`config.mk`:
```
export PLATFORM = sky130hd
export DESIGN_NAME = rtst_ctrl
export DESIGN_NICKNAME = d
export VERILOG_FILES = /design/src/rtl/range_two_smallest_tree_macros.svh /design/src/rtl/rtst_pkg.sv /design/src/rtl/rtst_ctrl.sv
export SDC_FILE = /design/constraint.sdc
export NUM_CORES = 1
export LEC_CHECK = 0
export BUFFER_PORTS_ARGS = -buffer_cell sky130_fd_sc_hd__buf_2
export CAP_MARGIN = 20
export CELL_PAD_IN_SITES_DETAIL_PLACEMENT = 1
export CELL_PAD_IN_SITES_GLOBAL_PLACEMENT = 1
export CORE_AREA = 8 8 45 47
export DETAILED_ROUTE_END_ITERATION = 8
export DIE_AREA = 0 0 53 55
export PLACE_DENSITY_LB_ADDON = 0.2
export RECOVER_POWER = 100
export SLEW_MARGIN = 40
export SYNTH_ARGS = -nofsm -noshare
export SYNTH_HDL_FRONTEND = slang
export SYNTH_SLANG_ARGS = --single-unit
```
`constraint.sdc`:
```
create_clock -name clk_i -period 1.3 [get_ports clk_i]
set_clock_uncertainty 0.05 [all_clocks]
set_input_delay 0.26 -clock clk_i [delete_from_list [all_inputs] [get_ports clk_i]]
set_output_delay 0.26 -clock clk_i [all_outputs]
set_load 0.01 [all_outputs]
```
`src/rtl/range_two_smallest_tree_macros.svh`:
```
// Assertion macros shared by the range_two_smallest_tree RTL.
// Included by the modules that carry concurrent assertions; no other dependencies.
`ifndef RANGE_TWO_SMALLEST_TREE_MACROS_SVH
`define RANGE_TWO_SMALLEST_TREE_MACROS_SVH

// Same-cycle implication, disabled while reset is asserted
`define RTST_ASSERT_NOW(lbl, clk, rst_n, ante, cons, msg) \
  lbl: assert property (@(posedge clk) disable iff (!rst_n) (ante) |-> (cons)) \
    else $error(msg);

// Next-cycle implication, disabled while reset is asserted
`define RTST_ASSERT_NEXT(lbl, clk, rst_n, ante, cons, msg) \
  lbl: assert property (@(posedge clk) disable iff (!rst_n) (ante) |=> (cons)) \
    else $error(msg);

`endif

```
`src/rtl/rtst_pkg.sv`:
```
// Package for the range two-smallest segment tree: payload structs, node pair
// type, merge function, controller states and controller/datapath signal groups.
// No dependencies.
`default_nettype none

package rtst_pkg;

  localparam int unsigned LeavesDefault = 1024;
  localparam logic signed [31:0] IntMax = 32'sh7fff_ffff;

  typedef enum logic {
    KIND_UPDATE = 1'b0,
    KIND_QUERY  = 1'b1
  } kind_e;

  // Input transaction
  typedef struct packed {
    kind_e              kind;
    logic [9:0]         slot_index;
    logic signed [31:0] new_value;
    logic [10:0]        range_low;
    logic [10:0]        range_high;
  } cmd_t;

  // Result transaction
  typedef struct packed {
    logic signed [31:0] smallest;
    logic signed [31:0] second_smallest;
  } result_t;

  // One tree node: least and second least of its range
  typedef struct packed {
    logic signed [31:0] least;
    logic signed [31:0] second;
  } pair_t;

  localparam pair_t EmptyPair = '{least: IntMax, second: IntMax};

  // Two smallest of the union of two ranges, repeats counted
  function automatic pair_t merge_pair(pair_t a, pair_t b);
    pair_t r;
    if (a.least < b.least) begin
      r.least  = a.least;
      r.second = (a.second < b.least) ? a.second : b.least;
    end else begin
      r.least  = b.least;
      r.second = (b.second < a.least) ? b.second : a.least;
    end
    return r;
  endfunction

  typedef enum logic [2:0] {
    ST_CLEAR,
    ST_IDLE,
    ST_UPD_LEAF,
    ST_UPD_LEVEL,
    ST_Q_RUN,
    ST_Q_DRAIN,
    ST_Q_OUT
  } state_e;

  // Controller commands to the datapath
  typedef struct packed {
    logic clear;
    logic load;
    logic upd_leaf;
    logic upd_level;
    logic q_run;
  } ctrl_t;

  // Datapath status to the controller
  typedef struct packed {
    logic clr_last;
    logic slot_ok;
    logic at_top;
    logic lo_lt_hi;
  } stat_t;

endpackage

`default_nettype wire

```
`src/rtl/rtst_ctrl.sv`:
```
// Controller for the range two-smallest segment tree: clear pass, update walk
// and query loop sequencing. Depends on rtst_pkg.
`default_nettype none

module rtst_ctrl (
  input  wire logic            clk_i,
  input  wire logic            rst_ni,
  input  wire logic            start,
  input  wire rtst_pkg::kind_e kind_i,
  input  wire rtst_pkg::stat_t stat_i,
  output rtst_pkg::ctrl_t      ctrl_o,
  output logic                 busy_o,
  output logic                 result_valid_o
);
  import rtst_pkg::*;

  state_e state_q, state_d;

  // State register; reset starts the clear pass
  always_ff @(posedge clk_i or negedge rst_ni) begin
    if (!rst_ni) begin
      state_q <= ST_CLEAR;
    end else begin
      state_q <= state_d;
    end
  end

  // Next state and commands
  always_comb begin
    state_d        = state_q;
    ctrl_o         = '0;
    result_valid_o = 1'b0;
    busy_o         = (state_q != ST_IDLE);
    case (state_q)
      ST_CLEAR: begin
        ctrl_o.clear = 1'b1;
        if (stat_i.clr_last) begin
          state_d = ST_IDLE;
        end
      end
      ST_IDLE: begin
        if (start) begin
          ctrl_o.load = 1'b1;
          if (kind_i == KIND_QUERY) begin
            state_d = ST_Q_RUN;
          end else if (stat_i.slot_ok) begin
            state_d = ST_UPD_LEAF;
          end
        end
      end
      ST_UPD_LEAF: begin
        ctrl_o.upd_leaf = 1'b1;
        state_d         = ST_UPD_LEVEL;
      end
      ST_UPD_LEVEL: begin
        ctrl_o.upd_level = 1'b1;
        if (stat_i.at_top) begin
          state_d = ST_IDLE;
        end
      end
      ST_Q_RUN: begin
        ctrl_o.q_run = 1'b1;
        if (!stat_i.lo_lt_hi) begin
          state_d = ST_Q_DRAIN;
        end
      end
      ST_Q_DRAIN: begin
        state_d = ST_Q_OUT;
      end
      ST_Q_OUT: begin
        result_valid_o = 1'b1;
        state_d        = ST_IDLE;
      end
      default: begin
        state_d = ST_IDLE;
      end
    endcase
  end

endmodule

`default_nettype wire

```
==> results of run 1 <==
-- cells in the final DEF (no fill, tap or decap), types with 2 or more instances in the layout --
master     n
clkbuf_4   3
o21ai_0    4
and3b_2    2
a21oi_1    2
buf_6      4
nor3b_2    2
nor2_1     2
buf_4      3
buf_2     10
clkbuf_1   3
dfrtp_1    3
-- stage by stage --
step / setup TNS, ns / total power [W] / util, % / hold slack [ns] / instance area [sq um]
after CTS: -1.29 / 0.000902 / 28.8 / 0.285 / 399
after global placement: 0 / 0.000613 / 23.0 / 0.00577 / 318
after global routing: -1.53 / 0.000991 / 29.5 / 0.303 / 408
after detailed placement: 0 / 0.000626 / 23.0 / 0.0119 / 318
after floorplan: 0 / 0.000468 / - / -0.0856 / 226
final: -1.22 / 0.000914 / 29.5 / 0.286 / 408
-- worst paths after layout --
kind | start | to
setup reg to reg | state_q[2] | state_q[1]
hold reg to reg | state_q[1] | state_q[2]
hold / removal | kind_i | state_q[2]
max in group asynchronous | rst_ni | state_q[0]
min in group asynchronous | rst_ni | state_q[2]
setup / recovery | state_q[2] | ctrl_o[3]
-- where the power goes --
part	total, W	internal, W	leakage (nW)	switching, W
registers	0.000158	0.000136	0.0365	0.0000213
logic	0.000590	0.000290	0.145	0.000300
clock network	0.000166	0.000115	0.0150	0.0000507
total	0.000914	0.000542	0.197	0.000372
-- worst min-delay path, stage by stage --
cell,delay [ns]
buf_2,0.09
a31oi_1,0.07
nor2_1,0.09
-- per-layer routing --
metal  vias up  routed length (microns)  global-route usage, %  share of wire [%]
met5         -                        0                      0                  0
met4         0                        0                   3.88                  0
met3         0                       38                   2.67                4.7
met2         5                      472                   11.3                 58
met1       132                      297                   4.88                 37
li1        133                        -                      -                  -
-- layout make-up --
class	instances	area, sq um
Fill cell	173	976
Multi-Input combinational cell	19	148
Timing Repair Buffer	20	135
Sequential cell	3	75.1
Clock buffer	4	26.3
Tap cell	16	20.0
Inverter	1	3.75
-- cell families (layout without fill, tap and decap cells) --
logic type | Yosys count | in the layout | share of synthesized area, %
AOI/OAI and AO/OA | 8 | 8 | 19.8
buffers and inverters | 4 | 25 | 11.3
DFF | 3 | 3 | 33.9
and+or+nand+nor | 11 | 11 | 35.0
-- repair_timing --
action,4_1_cts,5_1_grt
cloned,1,0
hold buffers,1,0
setup endpoints to repair,7,7
endpoints found under the hold margin,3,0
pin swaps,1,0
resized for setup,6,2
setup buffers,1,0
==> out/qor.txt, run 1 <==
largest area contributor in the synthesized netlist = dfrtp_1
gr usage total = 5.96%
Area Growth Syn to Fin = 84.2%
num ports = 15
Final Hold Fails = 0
Worst path slowest cell = or3b_4
pin count of the biggest net entering global routing = 12
R2R cell count = 4
crit path buf inv count = 1
layout cells sized above 1 = 57.4%
status = complete, but fails checks
hold path cells = 3
Num CTS Buffers = 3
Avg WL per Cell = 12.8 microns
Overflow after GRT = 0
final WL = 808 microns
Rel. slew slack = 85.1%
TritonCTS clock tree = yes
Pre-Repair DR Iteration Count = 1
RSZ-0062 raised after global routing = true
CP top delay family = simple AND/OR/NAND/NOR gates
leakage power = 0.197 nW
# DRC = 0
fin cells = 63
register-to-register setup slack = 0.16 ns
post-synth cell types = 16
placed insts = 56
Yosys top cell area share = 33.9%
top_reg_cell synth = dfrtp_1
critical-path cell list = or3b_4, nor2_4, buf_6
number of synthesized register bits = 3
clk_lat worst skew = 0.23 ns
final setup fails = 7
Reg clk slew, reported paths = 0.04 ns
DRT iter0 DRCs = 0
max_cap viols = 0
initial antenna violation count = 0
Die H = 55 microns
Die ar. = 2920 sq um
max reg flops = 3
largest register by flop count = state_q
Setup WS pre-CTS = 0.0164 ns
clk root buf = clkbuf_4
Syn Nets = 34
WS Path Type = reg2out
NumNets Final = 56
Clock Sinks = 3
cell with the most instances after synthesis = o21ai_0
Syn Area/Cell = 8.52 sq um
DR vias = 270
CP Launch Type = flip-flop
delay of the slowest critical-path stage = 0.41 ns
cell area power density = 2240 nW/um^2
Worst EP required = 0.99 ns
vias in the first global route = 305
Synth Instances = 26
hold crit path type = in2reg
ys async rst share = 100%
core area = 1380 sq um
Cell Area, Synth = 221 sq um
Rows = 14
crit path max fanout = 2
Die Wd = 53 microns
H-tree levels = 1
worst setup margin = -0.206 ns
Starting Density = 16.0%
worst slew pin tran = 0.224 ns
Post-synth EDFFs = 0
Stages on worst setup path = 3
Port-buffer cells = 14
Worst EP arrival = 1.20 ns
max-slew violation count = 0
period utilization = 116%
Worst setup EP type = output pin
synth warn = 0
GPL Wtd Cong = 0.696
Peak supply drop = 0.479 mV
post-route ant nets = 0
first-pass GRT wire length = 1.25 mm
top post-synthesis cells by count = o21ai_0 (4), dfrtp_1 (3)
failing checks = setup timing
Regs by FF count = state_q x3
maximum buffer depth of the clock tree = 2
ranking of synthesized cells by area = dfrtp_1 (34%), and3b_2 (9.0%), o21ai_0 (9.0%), nor3b_1 (6.8%), buf_6 (5.1%)
Via density = 4.29
Diodes inserted = 0
register area share after synthesis = 33.9%
FMAX = 664 MHz
fin crit period = 1.51 ns
(Power assumes the default switching activity.)
==> run 2, diff against run 1 <==
--- a/config.mk
+++ b/config.mk
@@ -5,7 +5,7 @@
 export SDC_FILE = /design/constraint.sdc
 export NUM_CORES = 1
 export LEC_CHECK = 0
-export BUFFER_PORTS_ARGS = -buffer_cell sky130_fd_sc_hd__buf_2
+export BUFFER_PORTS_ARGS = -buffer_cell sky130_fd_sc_hd__clkbuf_2
 export CAP_MARGIN = 20
 export CELL_PAD_IN_SITES_DETAIL_PLACEMENT = 1
 export CELL_PAD_IN_SITES_GLOBAL_PLACEMENT = 1
==> constraint.sdc (replaced) <==
create_clock -name clk_i -period 1.5 [get_ports clk_i]
set_clock_uncertainty 0.05 [all_clocks]
set_input_delay 0.3 -clock clk_i [delete_from_list [all_inputs] [get_ports clk_i]]
set_output_delay 0.3 -clock clk_i [all_outputs]
set_load 0.01 [all_outputs]
==> run 2 against run 1 <==
The flow still finishes with violations (setup timing). Worst hold slack improved by 0.025 ns. Setup slack improved by 0.16 ns. Cell count fell by 3.2%. Sequential power fell by 13%. First-iteration DRC count rose by 2. Highest routed layer unchanged.
==> out/qor.txt, run 2 (synthesized netlist as in run 1, its figures left out) <==
FF/Latch Area = 75.1 sq um
hold crit path type = in2reg
post-layout instance area = 357 sq um
placed insts = 56
Die H = 55 microns
clk root buf = clkbuf_4
fin cells = 61
# DRC = 0
Peak supply drop = 0.294 mV
status = complete, but fails checks
Worst EP required = 1.15 ns
crit path max fanout = 2
maximum buffer depth of the clock tree = 2
Rows = 14
worst slew pin tran = 0.195 ns
post-route ant nets = 0
num ports = 15
worst setup margin = -0.0506 ns
core area = 1380 sq um
Avg WL per Cell = 11.0 microns
Regs by FF count = state_q x3
M1 GR Usage = 4.43%
fin crit period = 1.55 ns
GR Layer Usage met2 = 9.38%
initial antenna violation count = 0
final setup fails = 1
failing checks = setup timing
DR vias = 252
Die Wd = 53 microns
max reg flops = 3
H-tree levels = 1
NumNets Final = 54
Final Hold Fails = 0
Setup WS pre-CTS = 0.174 ns
cell area power density = 1890 nW/um^2
max_cap viols = 0
Pre-Repair DR Iteration Count = 2
Die ar. = 2920 sq um
period utilization = 103%
Overflow after GRT = 0
Num CTS Buffers = 3
postcts setup bufs = 0
Rel. slew slack = 86.8%
final WL = 672 microns
Diodes inserted = 0
final setup TNS = -0.0506 ns
DRT iter0 DRCs = 2
pin count of the biggest net entering global routing = 12
gr usage total = 5.20%
grt met3 use = 1.60%
layout cells sized above 1 = 53.3%
FMAX = 645 MHz
leakage power = 0.182 nW
grt peak-use layer = met2
commonest non-fill, non-tap cells in the layout = clkbuf_2 (9), o21ai_0 (4), buf_2 (4)
first-pass GRT wire length = 1.11 mm
TritonCTS clock tree = yes
Clock Sinks = 3
Area Growth Syn to Fin = 61.0%
register-to-register setup slack = 0.47 ns
multi-input combinational cell area = 126 sq um
Reg clk slew, reported paths = 0.04 ns
Via density = 4.13
largest register by flop count = state_q
CP Launch Type = flip-flop
WS Path Type = reg2out
Starting Density = 16.0%
commonest non-fill, non-tap cell in the layout = clkbuf_2
max-slew violation count = 0
GPL Wtd Cong = 0.681
Port-buffer cells = 14
Worst EP arrival = 1.20 ns
RSZ-0062 raised after global routing = true
DP Area = 313 sq um
vias in the first global route = 289
# fillers = 179
clk_lat worst skew = 0.23 ns
Worst setup EP type = output pin
run 2: per-stage QoR:
| step | total power, W | util [%] | hold WS, ns |
|---|---|---|---|
| floorplan | 0.000397 | - | -0.0456 |
| global placement | 0.000521 | 22.6 | 0.0474 |
| detailed placement | 0.000532 | 22.6 | 0.0504 |
| CTS | 0.000686 | 25.6 | 0.306 |
| global route | 0.000730 | 25.8 | 0.333 |
| finish | 0.000673 | 25.8 | 0.311 |
run 2: worst paths after layout:
kind / startpoint / to / cells after the start
worst max-delay path: state_q[2] / ctrl_o[3] / 3
worst min-delay path: kind_i / state_q[2] / 3
worst max register to register: state_q[0] / state_q[0] / 4
worst min register to register: state_q[1] / state_q[2] / 2
max in group asynchronous: rst_ni / state_q[0] / 2
min in group asynchronous: rst_ni / state_q[2] / 2
run 2: critical path, stage by stage, from the launching register on:
cell     delay [ns]
dfrtp_1        0.37
or3b_4         0.40
nor2_2         0.08
buf_2          0.13
run 2: what timing repair did:
action | in CTS | in global routing
pin swaps | 0 | 0
setup endpoints to repair | 2 | 5
endpoints found under the hold margin | 3 | 0
hold buffers | 1 | 0
resized for setup | 1 | 5
run 2: area by class of cell:
cell class | instances | share of cell area (%)
repair buffers | 18 | 29.5
well taps | 16 | 5.61
clock buffers | 4 | 7.37
flip-flops and latches | 3 | 21.1
inverters | 1 | 1.05
multi-input cells | 19 | 35.4
run 2: power by group:
part / internal, W / total, W / switching, W
Clock: 0.0000994 / 0.000137 / 0.0000378
Combinational: 0.000194 / 0.000397 / 0.000203
Sequential: 0.000118 / 0.000138 / 0.0000199
run 2: metal layers:
layer	vias to the layer above	share of wire (%)	wire length, microns
met5	-	0	0
met4	0	0	0
met3	0	4.5	30
met2	8	60	400
met1	115	36	241
li1	129	-	-
==> run 3, diff against run 2 <==
==> constraint.sdc (replaced) <==
create_clock -name clk_i -period 1.7 [get_ports clk_i]
set_clock_uncertainty 0.05 [all_clocks]
set_input_delay 0.34 -clock clk_i [delete_from_list [all_inputs] [get_ports clk_i]]
set_output_delay 0.34 -clock clk_i [all_outputs]
set_load 0.01 [all_outputs]
==> run 3 against run 2 <==
The flow now finishes without violations. Highest routed layer unchanged. Largest power group unchanged. Critical path depth did not move. Register-to-register slack improved by 0.19 ns. Cell count stayed put. Largest cell class unchanged. Total power is 16% lower. Cell area shrank 4.9%. Critical path type unchanged. Setup slack improved by 0.13 ns. Global-route usage is the same. Worst hold slack improved by 0.040 ns. Count of clock-buffer cells in the layout stayed put.
==> out/qor.txt, run 3 (synthesized netlist as in run 1, its figures left out) <==
status = finished clean
post-layout instance area = 339 sq um
Peak supply drop = 0.285 mV
Reg clk slew, reported paths = 0.04 ns
postcts setup bufs = 0
final WL = 674 microns
WS Path Type = reg2out
multi-input combinational cell area = 121 sq um
final setup fails = 0
max-slew violation count = 0
crit path max fanout = 2
first-pass GRT wire length = 1.10 mm
Rel. slew slack = 87.1%
DP Area = 313 sq um
cell area power density = 1670 nW/um^2
total power = 0.000565 W
TritonCTS clock tree = yes
gr usage total = 5.20%
FF/Latch Area = 75.1 sq um
Diodes inserted = 0
Worst EP required = 1.31 ns
maximum buffer depth of the clock tree = 2
DRT iter0 DRCs = 2
Avg WL per Cell = 11.0 microns
Overflow after GRT = 0
num ports = 15
# DRC = 0
worst slew pin tran = 0.191 ns
# fillers = 180
DR vias = 251
Rows = 14
clk_lat worst skew = 0.23 ns
leakage power = 0.155 nW
# hold bufs at CTS = 1
Num CTS Buffers = 3
GPL Wtd Cong = 0.681
Via density = 4.11
H-tree levels = 1
fin cells = 61
max_cap viols = 0
Pre-Repair DR Iteration Count = 2
hold crit path type = in2reg
post-route ant nets = 0
layout cells sized above 1 = 35.6%
period utilization = 95.2%
Worst EP arrival = 1.23 ns
max reg flops = 3
commonest non-fill, non-tap cell in the layout = clkbuf_1
commonest non-fill, non-tap cells in the layout = clkbuf_1 (9), clkbuf_2 (6), o21ai_0 (4)
RSZ-0062 raised after global routing = false
CTS-repair resized insts = 0
pin count of the biggest net entering global routing = 12
core area = 1380 sq um
Starting Density = 16.0%
placed insts = 56
vias in the first global route = 291
fin crit period = 1.62 ns
Die ar. = 2920 sq um
final setup TNS = 0 ns
Worst setup EP type = output pin
CP Launch Type = flip-flop
clk root buf = clkbuf_4
Final Hold Fails = 0
Area Growth Syn to Fin = 53.1%
NumNets Final = 54
Regs by FF count = state_q x3
Die Wd = 53 microns
largest register by flop count = state_q
Die H = 55 microns
initial antenna violation count = 0
FMAX = 618 MHz
Clock Sinks = 3
Port-buffer cells = 14
run 3: final cells by class:
class / count / share of cell area [%]
inverter: 1 / 1.11
timing repair buffer: 18 / 27.3
multi-input combinational: 19 / 35.8
sequential: 3 / 22.1
clock buffer: 4 / 7.75
tap: 16 / 5.90
run 3: final timing paths:
kind,to,from,cells past startpoint,slack [ns]
worst max-delay path,ctrl_o[3],state_q[2],3,0.08
worst min-delay path,state_q[2],kind_i,3,0.35
worst max register to register,state_q[0],state_q[0],4,0.66
worst min register to register,state_q[2],state_q[1],2,0.54
max in group asynchronous,state_q[0],rst_ni,2,1.05
min in group asynchronous,state_q[2],rst_ni,2,0.40
run 3: critical path: stages (launching register included):
cell and delay [ns]:
dfrtp_1 0.36, or3b_4 0.40, nor2_2 0.08, clkbuf_1 0.16
run 3: through the flow:
stage | util (%) | setup WS (ns) | hold WS [ns]
6_report | 24.5 | 0.0808 | 0.351
5_1_grt | 24.5 | 0.0370 | 0.373
4_1_cts | 25.2 | 0.0842 | 0.346
3_5_place_dp | 22.6 | 0.334 | 0.0904
3_3_place_gp | 22.6 | 0.351 | 0.0874
2_1_floorplan | - | 0.305 | -0.00559
run 3: per-layer routing:
layer  wire length, microns  GRT usage (%)  vias up  part of all wire [%]
met4                      0           5.17        0                     0
met1                    254           4.43      114                    38
met5                      0              0        -                     0
met3                     30           1.60        0                   4.5
li1                       -              -      129                     -
met2                    389           9.38        8                    58
run 3: power breakdown:
part | internal [W] | leakage [nW] | switching, W | total [W]
clock network | 0.0000877 | 0.0150 | 0.0000335 | 0.000121
registers | 0.000104 | 0.0365 | 0.0000150 | 0.000119
logic | 0.000146 | 0.104 | 0.000178 | 0.000324
total | 0.000338 | 0.155 | 0.000227 | 0.000565
